### src/design/ocx_pkg.sv
// Shared types and constants for the order crossover core.
package ocx_pkg;

	localparam int CITY_W = 3;
	localparam logic [1:0] Q_FULL = 2'd2;

	typedef struct packed {
		logic              func;
		logic [CITY_W-1:0] gene_first;
		logic [CITY_W-1:0] gene_second;
		logic [CITY_W-1:0] lo;
		logic [CITY_W-1:0] hi;
		logic              swap_ok;
		logic [CITY_W-1:0] swap_pos;
	} cmd_t;

	typedef struct packed {
		logic [CITY_W-1:0] child_gene;
		logic              last;
	} res_t;

	typedef enum logic [2:0] {
		B_IDLE,
		B_COPY_RD,
		B_COPY_WR,
		B_FILL,
		B_SCAN,
		B_FALL,
		B_EMIT_RD,
		B_EMIT_WR
	} bk_state_t;

endpackage

### src/design/ocx_front.sv
// Front end: input beat acceptance, cut normalization and the command queue.
module ocx_front import ocx_pkg::*; #(
	parameter int CITIES = 8
) (
	input  logic              clk,
	input  logic              arst_n,
	input  logic              push,
	output logic              full,
	input  logic              func,
	input  logic [CITY_W-1:0] gene_first,
	input  logic [CITY_W-1:0] gene_second,
	input  logic [CITY_W-1:0] cut_lo,
	input  logic [CITY_W-1:0] cut_hi,
	input  logic              swap_enable,
	input  logic [CITY_W-1:0] swap_pos,
	output logic              cmd_valid,
	output cmd_t              cmd,
	input  logic              cmd_pop
);

	localparam int PW = $clog2(CITIES + 1);
	localparam int VW = (PW > CITY_W) ? PW : CITY_W;

	cmd_t              cls;
	logic [CITY_W-1:0] a;
	logic [CITY_W-1:0] b;
	cmd_t              ent_q [2];
	logic              wr_q;
	logic              rd_q;
	logic [1:0]        cnt_q;
	logic              accept;

	always_comb begin
		a = (cut_lo > cut_hi) ? cut_hi : cut_lo;
		b = (cut_lo > cut_hi) ? cut_lo : cut_hi;
		cls.func        = func;
		cls.gene_first  = gene_first;
		cls.gene_second = gene_second;
		cls.lo = (VW'(a) > VW'(CITIES - 1)) ? CITY_W'(CITIES - 1) : a;
		cls.hi = (VW'(b) > VW'(CITIES - 1)) ? CITY_W'(CITIES - 1) : b;
		cls.swap_ok  = swap_enable && (VW'(swap_pos) < VW'(CITIES));
		cls.swap_pos = swap_pos;
	end

	assign full      = (cnt_q == Q_FULL);
	assign accept    = push && !full;
	assign cmd_valid = (cnt_q != 2'd0);
	assign cmd       = ent_q[rd_q];

	always_ff @(posedge clk) begin
		if (accept) begin
			ent_q[wr_q] <= cls;
		end
	end

	always_ff @(posedge clk or negedge arst_n) begin
		if (!arst_n) begin
			wr_q  <= 1'b0;
			rd_q  <= 1'b0;
			cnt_q <= 2'd0;
		end else begin
			if (accept) begin
				wr_q <= ~wr_q;
			end
			if (cmd_pop) begin
				rd_q <= ~rd_q;
			end
			if (accept && !cmd_pop) begin
				cnt_q <= cnt_q + 2'd1;
			end else if (!accept && cmd_pop) begin
				cnt_q <= cnt_q - 2'd1;
			end
		end
	end

	a_pop_nonempty: assert property (@(posedge clk) disable iff (!arst_n)
		cmd_pop |-> cnt_q != 2'd0)
		else $error("command popped from empty queue");

endmodule

### src/design/ocx_back.sv
// Back end: parent and child memories and the crossover sequencer.
module ocx_back import ocx_pkg::*; #(
	parameter int CITIES = 8
) (
	input  logic clk,
	input  logic arst_n,
	input  logic cmd_valid,
	input  cmd_t cmd,
	output logic cmd_pop,
	output logic res_push,
	output res_t res_data,
	input  logic res_room
);

	localparam int AW = $clog2(CITIES);
	localparam int PW = $clog2(CITIES + 1);
	localparam int VW = (PW > CITY_W) ? PW : CITY_W;
	localparam int MW = 1 << VW;

	bk_state_t state_q;
	bk_state_t state_d;

	logic [CITY_W-1:0] fp_mem_q [CITIES];
	logic [CITY_W-1:0] sp_mem_q [CITIES];
	logic [VW-1:0]     ch_mem_q [CITIES + 1];
	logic [CITY_W-1:0] fp_rd_q;
	logic [CITY_W-1:0] sp_rd_q;
	logic [VW-1:0]     ch_rd_q;

	logic [PW-1:0] pos_q;
	logic [PW-1:0] pos_d;
	logic [PW-1:0] ptr_q;
	logic [PW-1:0] ptr_d;
	logic [VW-1:0] fb_q;
	logic [VW-1:0] fb_d;
	logic [MW-1:0] mask_q;
	logic [MW-1:0] mask_d;
	logic [AW-1:0] ld_pos_q;
	logic [AW-1:0] ld_pos_d;
	logic [VW-1:0] lo_q;
	logic [VW-1:0] hi_q;
	logic [VW-1:0] swp_q;
	logic          swap_q;

	logic          run_start;
	logic          par_we;
	logic          ch_we;
	logic [VW-1:0] ch_wval;
	logic [VW-1:0] pos_v;
	logic [VW-1:0] cand;
	logic [VW-1:0] emit_k;
	logic [PW-1:0] ch_raddr;
	logic          in_seg;
	logic          scan_left;

	assign pos_v     = VW'(pos_q);
	assign cand      = VW'(sp_rd_q);
	assign in_seg    = (pos_v >= lo_q) && (pos_v <= hi_q);
	assign scan_left = (ptr_q < PW'(CITIES));

	always_comb begin
		if (swap_q && pos_v == swp_q) begin
			emit_k = swp_q + VW'(1);
		end else if (swap_q && pos_v == swp_q + VW'(1)) begin
			emit_k = swp_q;
		end else begin
			emit_k = pos_v;
		end
		ch_raddr = (emit_k == VW'(CITIES)) ? PW'(0) : PW'(emit_k);
	end

	always_ff @(posedge clk) begin
		if (par_we) begin
			fp_mem_q[ld_pos_q] <= cmd.gene_first;
			sp_mem_q[ld_pos_q] <= cmd.gene_second;
		end
		fp_rd_q <= fp_mem_q[pos_q[AW-1:0]];
		sp_rd_q <= sp_mem_q[ptr_q[AW-1:0]];
	end

	always_ff @(posedge clk) begin
		if (ch_we) begin
			ch_mem_q[pos_q] <= ch_wval;
		end
		ch_rd_q <= ch_mem_q[ch_raddr];
	end

	always_comb begin
		state_d = state_q;
		unique case (state_q)
			B_IDLE: begin
				if (cmd_valid && cmd.func) begin
					state_d = B_COPY_RD;
				end
			end
			B_COPY_RD: begin
				state_d = B_COPY_WR;
			end
			B_COPY_WR: begin
				if (pos_v == hi_q) begin
					state_d = B_FILL;
				end else begin
					state_d = B_COPY_RD;
				end
			end
			B_FILL: begin
				if (pos_q == PW'(CITIES)) begin
					state_d = B_EMIT_RD;
				end else if (in_seg) begin
					state_d = B_FILL;
				end else if (scan_left) begin
					state_d = B_SCAN;
				end else begin
					state_d = B_FALL;
				end
			end
			B_SCAN: begin
				if (!mask_q[cand]) begin
					state_d = B_FILL;
				end else if (!scan_left) begin
					state_d = B_FALL;
				end
			end
			B_FALL: begin
				if (fb_q == VW'(CITIES) || !mask_q[fb_q]) begin
					state_d = B_FILL;
				end
			end
			B_EMIT_RD: begin
				state_d = B_EMIT_WR;
			end
			B_EMIT_WR: begin
				if (res_room) begin
					state_d = (pos_q == PW'(CITIES)) ? B_IDLE : B_EMIT_RD;
				end
			end
			default: begin
				state_d = B_IDLE;
			end
		endcase
	end

	always_comb begin
		cmd_pop   = 1'b0;
		run_start = 1'b0;
		par_we    = 1'b0;
		ch_we     = 1'b0;
		ch_wval   = '0;
		res_push  = 1'b0;
		res_data.child_gene = ch_rd_q[CITY_W-1:0];
		res_data.last       = (pos_q == PW'(CITIES));
		pos_d    = pos_q;
		ptr_d    = ptr_q;
		fb_d     = fb_q;
		mask_d   = mask_q;
		ld_pos_d = ld_pos_q;
		unique case (state_q)
			B_IDLE: begin
				if (cmd_valid) begin
					cmd_pop = 1'b1;
					if (cmd.func) begin
						run_start = 1'b1;
						pos_d     = PW'(VW'(cmd.lo));
						ptr_d     = '0;
						mask_d    = '0;
						ld_pos_d  = '0;
					end else begin
						par_we   = 1'b1;
						ld_pos_d = (ld_pos_q == AW'(CITIES - 1)) ? '0 : ld_pos_q + AW'(1);
					end
				end
			end
			B_COPY_RD: begin
			end
			B_COPY_WR: begin
				ch_we   = 1'b1;
				ch_wval = VW'(fp_rd_q);
				mask_d  = mask_q | (MW'(1) << VW'(fp_rd_q));
				pos_d   = (pos_v == hi_q) ? '0 : pos_q + PW'(1);
			end
			B_FILL: begin
				if (pos_q == PW'(CITIES)) begin
					pos_d = '0;
				end else if (in_seg) begin
					pos_d = pos_q + PW'(1);
				end else if (scan_left) begin
					ptr_d = ptr_q + PW'(1);
				end else begin
					fb_d = '0;
				end
			end
			B_SCAN: begin
				if (!mask_q[cand]) begin
					ch_we   = 1'b1;
					ch_wval = cand;
					mask_d  = mask_q | (MW'(1) << cand);
					pos_d   = pos_q + PW'(1);
				end else if (scan_left) begin
					ptr_d = ptr_q + PW'(1);
				end else begin
					fb_d = '0;
				end
			end
			B_FALL: begin
				if (fb_q == VW'(CITIES)) begin
					ch_we   = 1'b1;
					ch_wval = '0;
					mask_d  = mask_q | MW'(1);
					pos_d   = pos_q + PW'(1);
				end else if (!mask_q[fb_q]) begin
					ch_we   = 1'b1;
					ch_wval = fb_q;
					mask_d  = mask_q | (MW'(1) << fb_q);
					pos_d   = pos_q + PW'(1);
				end else begin
					fb_d = fb_q + VW'(1);
				end
			end
			B_EMIT_RD: begin
			end
			B_EMIT_WR: begin
				if (res_room) begin
					res_push = 1'b1;
					if (pos_q != PW'(CITIES)) begin
						pos_d = pos_q + PW'(1);
					end
				end
			end
			default: begin
			end
		endcase
	end

	always_ff @(posedge clk or negedge arst_n) begin
		if (!arst_n) begin
			state_q  <= B_IDLE;
			pos_q    <= '0;
			ptr_q    <= '0;
			fb_q     <= '0;
			mask_q   <= '0;
			ld_pos_q <= '0;
			lo_q     <= '0;
			hi_q     <= '0;
			swp_q    <= '0;
			swap_q   <= 1'b0;
		end else begin
			state_q  <= state_d;
			pos_q    <= pos_d;
			ptr_q    <= ptr_d;
			fb_q     <= fb_d;
			mask_q   <= mask_d;
			ld_pos_q <= ld_pos_d;
			if (run_start) begin
				lo_q   <= VW'(cmd.lo);
				hi_q   <= VW'(cmd.hi);
				swp_q  <= VW'(cmd.swap_pos);
				swap_q <= cmd.swap_ok;
			end
		end
	end

	a_copy_in_seg: assert property (@(posedge clk) disable iff (!arst_n)
		state_q == B_COPY_WR |-> (pos_v >= lo_q && pos_v <= hi_q))
		else $error("segment copy outside the cut positions");

	a_push_room: assert property (@(posedge clk) disable iff (!arst_n)
		res_push |-> res_room)
		else $error("result beat pushed without room");

	a_last_ends_run: assert property (@(posedge clk) disable iff (!arst_n)
		res_push && res_data.last |=> state_q == B_IDLE)
		else $error("sequencer still busy after closing beat");

endmodule

### src/design/ocx_out_q.sv
// Two-entry result queue between the sequencer and the result ports.
module ocx_out_q import ocx_pkg::*; (
	input  logic clk,
	input  logic arst_n,
	input  logic in_push,
	input  res_t in_data,
	output logic room,
	output logic empty,
	input  logic pop,
	output res_t out_data
);

	res_t       ent_q [2];
	logic       wr_q;
	logic       rd_q;
	logic [1:0] cnt_q;
	logic       take;

	assign room     = (cnt_q != Q_FULL);
	assign empty    = (cnt_q == 2'd0);
	assign take     = pop && !empty;
	assign out_data = ent_q[rd_q];

	always_ff @(posedge clk) begin
		if (in_push) begin
			ent_q[wr_q] <= in_data;
		end
	end

	always_ff @(posedge clk or negedge arst_n) begin
		if (!arst_n) begin
			wr_q  <= 1'b0;
			rd_q  <= 1'b0;
			cnt_q <= 2'd0;
		end else begin
			if (in_push) begin
				wr_q <= ~wr_q;
			end
			if (take) begin
				rd_q <= ~rd_q;
			end
			if (in_push && !take) begin
				cnt_q <= cnt_q + 2'd1;
			end else if (!in_push && take) begin
				cnt_q <= cnt_q - 2'd1;
			end
		end
	end

	a_no_overflow: assert property (@(posedge clk) disable iff (!arst_n)
		in_push |-> cnt_q != Q_FULL)
		else $error("result queue overflow");

endmodule

### src/design/order_crossover_with_swap_mutation_core.sv
// Order crossover core top level: front end, sequencer and result queue.
// Load beats (func 0) store one city of each parent.
// A run beat (func 1) produces CITIES+1 result beats, the last flagged by last.
// The parent and child stores have one write port and one registered read
// port, so the segment copy and the result emission each pass through a read
// state and a write state per position, and filling passes through B_FILL per
// position plus B_SCAN per second-parent entry scanned, and B_FALL steps
// through the cities in order when the second parent runs out of unused cities.
// A two-entry command queue lets loads and runs arrive while a run is emitted.
module order_crossover_with_swap_mutation_core import ocx_pkg::*; #(
	parameter int CITIES = 8
) (
	input  logic              clk,
	input  logic              arst_n,
	input  logic              push,
	output logic              full,
	input  logic              func,
	input  logic [CITY_W-1:0] gene_first,
	input  logic [CITY_W-1:0] gene_second,
	input  logic [CITY_W-1:0] cut_lo,
	input  logic [CITY_W-1:0] cut_hi,
	input  logic              swap_enable,
	input  logic [CITY_W-1:0] swap_pos,
	output logic              empty,
	input  logic              pop,
	output logic [CITY_W-1:0] child_gene,
	output logic              last
);

	logic cmd_valid;
	cmd_t cmd;
	logic cmd_pop;
	logic res_push;
	res_t res_in;
	logic res_room;
	res_t res_out;

	ocx_front #(
		.CITIES(CITIES)
	) u_front (
		.clk        (clk),
		.arst_n     (arst_n),
		.push       (push),
		.full       (full),
		.func       (func),
		.gene_first (gene_first),
		.gene_second(gene_second),
		.cut_lo     (cut_lo),
		.cut_hi     (cut_hi),
		.swap_enable(swap_enable),
		.swap_pos   (swap_pos),
		.cmd_valid  (cmd_valid),
		.cmd        (cmd),
		.cmd_pop    (cmd_pop)
	);

	ocx_back #(
		.CITIES(CITIES)
	) u_back (
		.clk      (clk),
		.arst_n   (arst_n),
		.cmd_valid(cmd_valid),
		.cmd      (cmd),
		.cmd_pop  (cmd_pop),
		.res_push (res_push),
		.res_data (res_in),
		.res_room (res_room)
	);

	ocx_out_q u_out_q (
		.clk     (clk),
		.arst_n  (arst_n),
		.in_push (res_push),
		.in_data (res_in),
		.room    (res_room),
		.empty   (empty),
		.pop     (pop),
		.out_data(res_out)
	);

	assign child_gene = res_out.child_gene;
	assign last       = res_out.last;

endmodule
### config.mk
export PLATFORM = sky130hd
export DESIGN_NAME = order_crossover_with_swap_mutation_core
export DESIGN_NICKNAME = d
export VERILOG_FILES = /design/src/design/ocx_pkg.sv /design/src/design/ocx_front.sv /design/src/design/ocx_back.sv /design/src/design/ocx_out_q.sv /design/src/design/order_crossover_with_swap_mutation_core.sv
export SDC_FILE = /design/constraint.sdc
export NUM_CORES = 1
export LEC_CHECK = 0
export BUFFER_PORTS_ARGS = -buffer_cell sky130_fd_sc_hd__buf_2
export CAP_MARGIN = 40
export CORE_AREA = 2 2 154 231
export CTS_CLUSTER_DIAMETER = 50
export DETAILED_ROUTE_END_ITERATION = 7
export DIE_AREA = 0 0 156 233
export SETUP_SLACK_MARGIN = 0.15
export SLEW_MARGIN = 20
export SYNTH_ARGS = -nofsm -noshare
export SYNTH_HDL_FRONTEND = slang
export SYNTH_SLANG_ARGS = --single-unit
### constraint.sdc
create_clock -name clk -period 5.1 [get_ports clk]
set_input_delay 0.255 -clock clk [delete_from_list [all_inputs] [get_ports clk]]
set_output_delay 0.255 -clock clk [all_outputs]
set_load 0.02 [all_outputs]
# Yosys cells after proc, flatten, opt, wreduce, memory -nomap -nowiden
# Memory sizes are Yosys's and may differ from the RTL's. A register that Yosys moved wholly into a read port is not among the register bits.
# Cells that the tools add are included.
[op_classes]
add_sub_neg = 9
n_mul = 0
n_div = 0
magnitude_cmp = 6
n_eq_ne = 33
n_shift = 3
mux = 83
bitwise_logic = 7
reduce_logical = 34
[ops]
columns = ["operator", "count"]
rows = [
  ["$mux 4", 27],
  ["$mux 16", 5],
  ["$pmux 16 s4", 1],
  ["$or 16x16->16", 3],
  ["$mux 3", 13],
  ["$pmux 4 s3", 3],
  ["$shl 1x3->16 const A", 2],
  ["$mux 1", 24],
  ["$pmux 3 s8", 1],
  ["$pmux 4 s6", 1],
  ["$reduce_and 6->1", 3],
  ["$shl 1x4->16 const A", 1],
  ["$eq 3x3->1 const B", 5],
  ["$ne 2x1->1 const B", 7],
  ["$ne 2x2->1 const B", 7],
  ["$add 4x1->4 const B", 3],
  ["$eq 4x4->1 const B", 3],
  ["$logic_and 1x1->1", 10],
  ["$mux 2", 5],
  ["$eq 4x3->1", 2],
  ["$reduce_and 8->1", 1],
  ["$logic_not 1->1", 7],
  ["$eq 3x2->1 const B", 2],
  ["$reduce_bool 2->1", 3],
  ["30 further kinds", 36],
]
[totals]
reg_bits = 52
latch_bits = 0
ram_bits = 126
rom_bits = 0
in_bits = 21
out_inout_bits = 6
wordCells = 197
n_memories = 5
[memory_table]
columns = ["name", "depth", "width", "rd", "rd_clocked_by_memory_dff", "wr", "line_no", "source"]
rows = [
  ["u_back.ch_mem_q", 9, 4, 1, 1, 1, "ocx_back.sv:25", "logic [VW-1:0] ch_mem_q [CITIES + 1];"],
  ["u_front.ent_q", 2, 17, 1, 0, 1, "ocx_front.sv:27", "cmd_t ent_q [2];"],
  ["u_back.fp_mem_q", 8, 3, 1, 1, 1, "ocx_back.sv:23", "logic [CITY_W-1:0] fp_mem_q [CITIES];"],
  ["u_back.sp_mem_q", 8, 3, 1, 1, 1, "ocx_back.sv:24", "logic [CITY_W-1:0] sp_mem_q [CITIES];"],
  ["u_out_q.ent_q", 2, 4, 1, 0, 1, "ocx_out_q.sv:13", "res_t ent_q [2];"],
]

# Logic depth before layout (Yosys ltp)
[logic_depth]
ltp_word = 7
depth_mapped = 10

# Hierarchy
# A second synthesis with hierarchy kept.
[hier_totals]
hier_cells = 648
area_unflattened_um2 = 8344.3
[by_module_without_submodules]
columns = ["module", "instances", "cells_per_inst", "area_per_inst_um2", "seq_area_each_um2"]
rows = [
  ["ocx_back", 1, 530, 6306.0, 3533.4],
  ["ocx_front", 1, 90, 1565.3, 1121.1],
  ["ocx_out_q", 1, 28, 473.0, 340.3],
]

# Worst setup path before layout
# No wires, ideal clock.
[synth_timing]
kind = "register -> register"
from = "register u_back.swp_q[1]"
to = "register u_back.ch_rd_q[2], read port of u_back.ch_mem_q"
setup_ps = 136
t_arrival_ps = 2570
required_time_ps = 4964
setup_slack_ps = 2394
path_stages_with_launch = 9
path_cell_list = "dfrtp_1 > ha_1 > xor2_1 > or3_4 > a2111o_1 > o211ai_4 > mux2_2 > a2111oi_0 > a211oi_1"
[synth_via]
elab_chain_len = 7
word_cells_on_any_way = 9
classes_between = "1 x add/sub; 3 x eq/ne; 3 x mux; 2 x reduce/logical"
[synth_rtl]
columns = ["item", "line_no", "source"]
rows = [
  ["start, declared", "ocx_back.sv:42", "logic [VW-1:0] swp_q;"],
  ["start signal, assigned", "ocx_back.sv:256", "swp_q <= VW'(cmd.swap_pos);"],
  ["$add 3x1->4", "ocx_back.sv:63, ocx_back.sv:64", ""],
  ["$eq 4x4->1", "ocx_back.sv:64", "end else if (swap_q && pos_v == swp_q + VW'(1)) begin"],
  ["$logic_and 1x1->1", "ocx_back.sv:64", ""],
  ["$mux 4", "ocx_back.sv:64", ""],
  ["$mux 4 *", "ocx_back.sv:62", "if (swap_q && pos_v == swp_q) begin"],
  ["$eq 4x4->1", "ocx_back.sv:69", "ch_raddr = (emit_k == VW'(CITIES)) ? PW'(0) : PW'(emit_k);"],
  ["$mux 4 *", "ocx_back.sv:69", ""],
  ["end, declared", "ocx_back.sv:28", "logic [VW-1:0] ch_rd_q;"],
]
# Mark *: on every way between the ends. The rest lies on a longest branch, timed or not.
# A chain may end at the register's enable or synchronous reset.

# Worst setup path in the final report
[layout_timing]
from = "register u_back.pos_q[0]"
to = "register u_back.pos_q[1]"
[layout_via]
elab_chain_len = 4
word_cells_on_any_way = 19
classes_between = "1 x add/sub; 2 x order compare; 5 x eq/ne; 9 x mux; 2 x reduce/logical"
[layout_rtl]
columns = ["item", "line_no", "source"]
rows = [
  ["start, declared", "ocx_back.sv:30", "logic [PW-1:0] pos_q;"],
  ["start signal, assigned", "ocx_back.sv:248", "pos_q <= pos_d;"],
  ["$add 4x1->4, or another cell as far along", "-", ""],
  ["$mux 4, or another cell as far along", "ocx_back.sv:224", "if (pos_q != PW'(CITIES)) begin"],
  ["$mux 4, or another cell as far along", "ocx_back.sv:222", "if (res_room) begin"],
  ["$pmux 4 s6 / $reduce_and 8->1 (equally long branches)", "-", ""],
]
# Parallel ways exist; a longest one is shown, timed or not. The select of a mux whose other input is x is not followed.

==> impl_results.md <==
- Dominant cell type by area after synthesis: edfxtp_1
- Largest stage delay, worst path: a little under 0.8 ns
- Relative slew slack: a little over 50%
- Syn nets: ~710
- Tmin final: 3.26 ns
- Routed WL: 17400 µm
- CORE AREA: ~0.034 mm²
- Clk sinks: 178
- DR vias: 5302
- Maximum root-to-sink buffer count: 2
- Comb pwr share: between 30% and 40%
- CP Class: register to register
- Hold Worst Slack: roughly 0.028 ns
- Worst Clk Skew: 0.0120 ns
- Prevailing post-synth register cell: edfxtp_1
- R2r endpoint: u_back.pos_q[1]
- Nature of the critical path endpoint: register
- Setup TNS: 0 ns
- Clk Tree Root Cell: clkbuf_16
- Clock buffer count from CTS: 17
- Hold Crit Start: swap_enable
- Post-DRT Antenna Nets: 0
- TritonCTS clock tree: yes
- Max-cap violations: 0
- Chip width: between 150 and 200 µm
- EDFF count, synth: 117
- H-tree levels: 4
- CP max FO: 15
- Worst Tran Pin Value: between 0.7 and 0.8 ns
- Clock slew at reported path FFs: 0.07 ns
- Total of warnings raised by yosys: 0
- Hold Vio Cnt, Final: 0
- Ports: 27
- Sequential fraction of the synthesis area: 58.9%
- Ratio of cells with drive above 1 in the final layout: roughly 17%
- Hold EP: u_front.ent_q[0][3]
- Area contributors post-synth: edfxtp_1 41%, dfrtp_1 15%, mux4_2 4.8%
- Cell Area, Placed: approximately 0.0091 mm²
- Die height: 233 µm
- Status: complete, no violations
- Initial antenna violation count: 0
- Starting Density: 24.8%
- Full die area: approximately 0.036 mm²
- DRC violations left: 0
- RSZ-0062 raised after global routing: false
- Worst setup SP type: register
- Row cnt: 83
- Fin. max-slew vios: 0
- DR iter-0 viols: between 300 and 400
- Switching portion of total power: a little under two fifths
- DP HPWL: 12700 µm
- Unique masters post-synth: 67
- Global placer's final weighted congestion: between 0.8 and 0.9
- Mean Syn Cell Area: 12.7 µm²
- R2R cell count: 9
- Sw power: 2.23 mW
- Hold/Removal Path Class: input pin to register
- Vias in the first global route: 5450
- CP cell instances: inv_1 > ha_1 > nand2b_1 > a21o_1 > a21oi_1 > o31ai_1 > a211oi_1 > nor3b_2 > mux2_2
- CP Data Required Time: 5.42 ns
- Vias per Instance: roughly 4.6
- Area share of the largest cell type after synthesis: 41.5%
- Int Power: between 3 and 4 mW
- Mapped Cells: 665
- Max Clk Rate: between 0.3 and 0.4 GHz
- Worst path bufs/invs: 1
- Leak: between 3 and 4 nW
- Grt total ovfl: 0
- Clock latency at the later pin of the worst-skew pair: roughly 0.43 ns
- Family with the most delay on the worst path: compound AO/OA/AOI/OAI gates
- Ant diodes: 0
- Register bit total from synthesis: 178
- Reg power frac: roughly two fifths
- Post-synth ARST share: ~29%
- Wire length per cell: 15.2 µm
- Hold Crit Depth: 1
- Setup slack, reg-to-reg: ~1.8 ns
- All-layer global routing usage: about a tenth
- Pwr dens: around 600 mW/mm²
- Post-Syn Area: 0.00848 mm²
- Final setup vio count: 0
- Clock network fraction of design power: between 20% and 30%
- Worst r2r src: u_back.pos_q[0]
- Crit-path slowest cell: dfrtp_1
- CP arrival: roughly 3.6 ns
- First-pass GRT wire length: ~28000 µm
- Area Growth Syn to Fin: 16.6%
- Post-route clock period utilization: between 60 and 70%
- Drt pass-1 iters: 5
- Layout Nets: approximately 750
- Port Buffers: 26
- Peak VDD IR: 0.000268 V
- Largest net degree at the start of global routing: 53
- Final Instance Area: ~0.01 mm²
logic make-up (layout without fill, tap and decap cells):
kind of cell / count (synthesis) / count (layout) / synth area share [%]
DFF: 178 / 178 / 58.9
and+or+nand+nor: 176 / 176 / 10.2
AOI/OAI and AO/OA: 140 / 140 / 11.2
muxes: 68 / 68 / 11.2
buffers and inverters: 61 / 116 / 2.94
adders and majority gates: 25 / 25 / 3.69
xor gates and xnor gates: 17 / 17 / 1.76
layer usage:
layer | track usage (%) | up-vias | share of wire [%]
li1 | - | 2588 | -
met1 | 10.5 | 2580 | 40
met2 | 18.8 | 110 | 55
met3 | 2.16 | 24 | 3.0
met4 | 4.47 | 0 | 2.3
met5 | 0 | - | 0
flip-flops by register name, indices dropped and copies added (netlist names), 4 cells and up:
register / count
u_back.sp_mem_q: 24
u_back.pos_q: 4
u_back.mask_q: 16
u_back.ptr_q: 4
u_front.ent_q: 34
u_back.fb_q: 4
u_back.fp_mem_q: 24
u_back.ch_mem_q: 27
u_out_q.ent_q: 8
layout by cell type, fill, tap and decap left out, drive strengths merged, types with 6 or more instances in the layout:
cell type,n
mux2,28
xor2,9
nor2,47
ha,25
edfxtp,117
nand2,48
clkinv,6
a211oi,7
clkbuf,19
and2,11
dfrtp,52
a21oi,43
and3,10
nand3,14
dlygate4sd3,11
inv,40
mux4,18
nor2b,6
buf,34
mux2i,22
a31oi,10
o21ai,29
nand2b,8
nor3,11
o22ai,6
xnor2,8
dfxtp,9
a21o,7
worst max path at each step:
stage / start / endpoint / slack, ns / depth (start not counted)
finish: u_back.pos_q[0] / u_back.pos_q[1] / 1.84 / 9
global route: u_back.pos_q[0] / u_back.pos_q[0] / 1.61 / 9
CTS: u_back.pos_q[0] / u_back.pos_q[1] / 1.76 / 9
detailed placement: u_back.pos_q[0] / u_back.pos_q[1] / 1.78 / 9
global placement: u_back.pos_q[0] / u_back.pos_q[0] / 1.82 / 9
floorplan: u_back.swp_q[1] / u_back.ch_rd_q[2] / 2.39 / 8
cells in the mapped netlist, types with 4 or more instances:
cell / n
a211oi_1: 7
a21o_1: 7
a21oi_1: 43
a31oi_1: 10
and2_1: 11
and3_1: 10
buf_2: 4
clkbuf_1: 17
dfrtp_1: 52
dfxtp_1: 9
edfxtp_1: 117
ha_1: 25
inv_1: 36
mux2_2: 26
mux2i_1: 22
mux4_2: 18
nand2_1: 48
nand2b_1: 8
nand3_1: 14
nor2_1: 47
nor2b_1: 6
nor3_1: 11
nor3b_1: 4
o21ai_0: 28
o22ai_1: 6
o32ai_1: 4
xnor2_1: 8
xor2_1: 9
through the flow:
step | total power [mW] | std cells | utilization [%] | setup slack (ns)
floorplan | 4.01 | 665 | - | 2.39
global placement | 4.50 | 1096 | 26.5 | 1.82
detailed placement | 4.55 | 1098 | 26.5 | 1.78
CTS | 5.96 | 1140 | 28.7 | 1.76
global route | 6.32 | 1145 | 28.9 | 1.61
finish | 5.93 | 1145 | 28.9 | 1.84
power groups by stage:
stage / combinational (mW) / clock, mW / sequential [mW]
floorplan: 1.89 / 0 / 2.12
global placement: 2.17 / 0 / 2.33
detailed placement: 2.21 / 0 / 2.34
CTS: 2.23 / 1.43 / 2.31
global route: 2.48 / 1.48 / 2.35
finish: 2.23 / 1.39 / 2.31
area by class of cell:
type,count,area [µm²]
Timing Repair Buffer,47,335
Inverter,37,139
Fill cell,3392,24300
Multi-Input combinational cell,426,3230
Tap cell,425,532
Clock inverter,15,221
Sequential cell,178,4990
Clock buffer,17,425
repair_timing:
item	CTS	global route
resized for setup	0	0
setup endpoints to repair	0	0
buffers inserted	0	0
endpoints found under the hold margin	65	2
hold buffers	10	1
No activity file was read; power rests on OpenSTA's default activity.
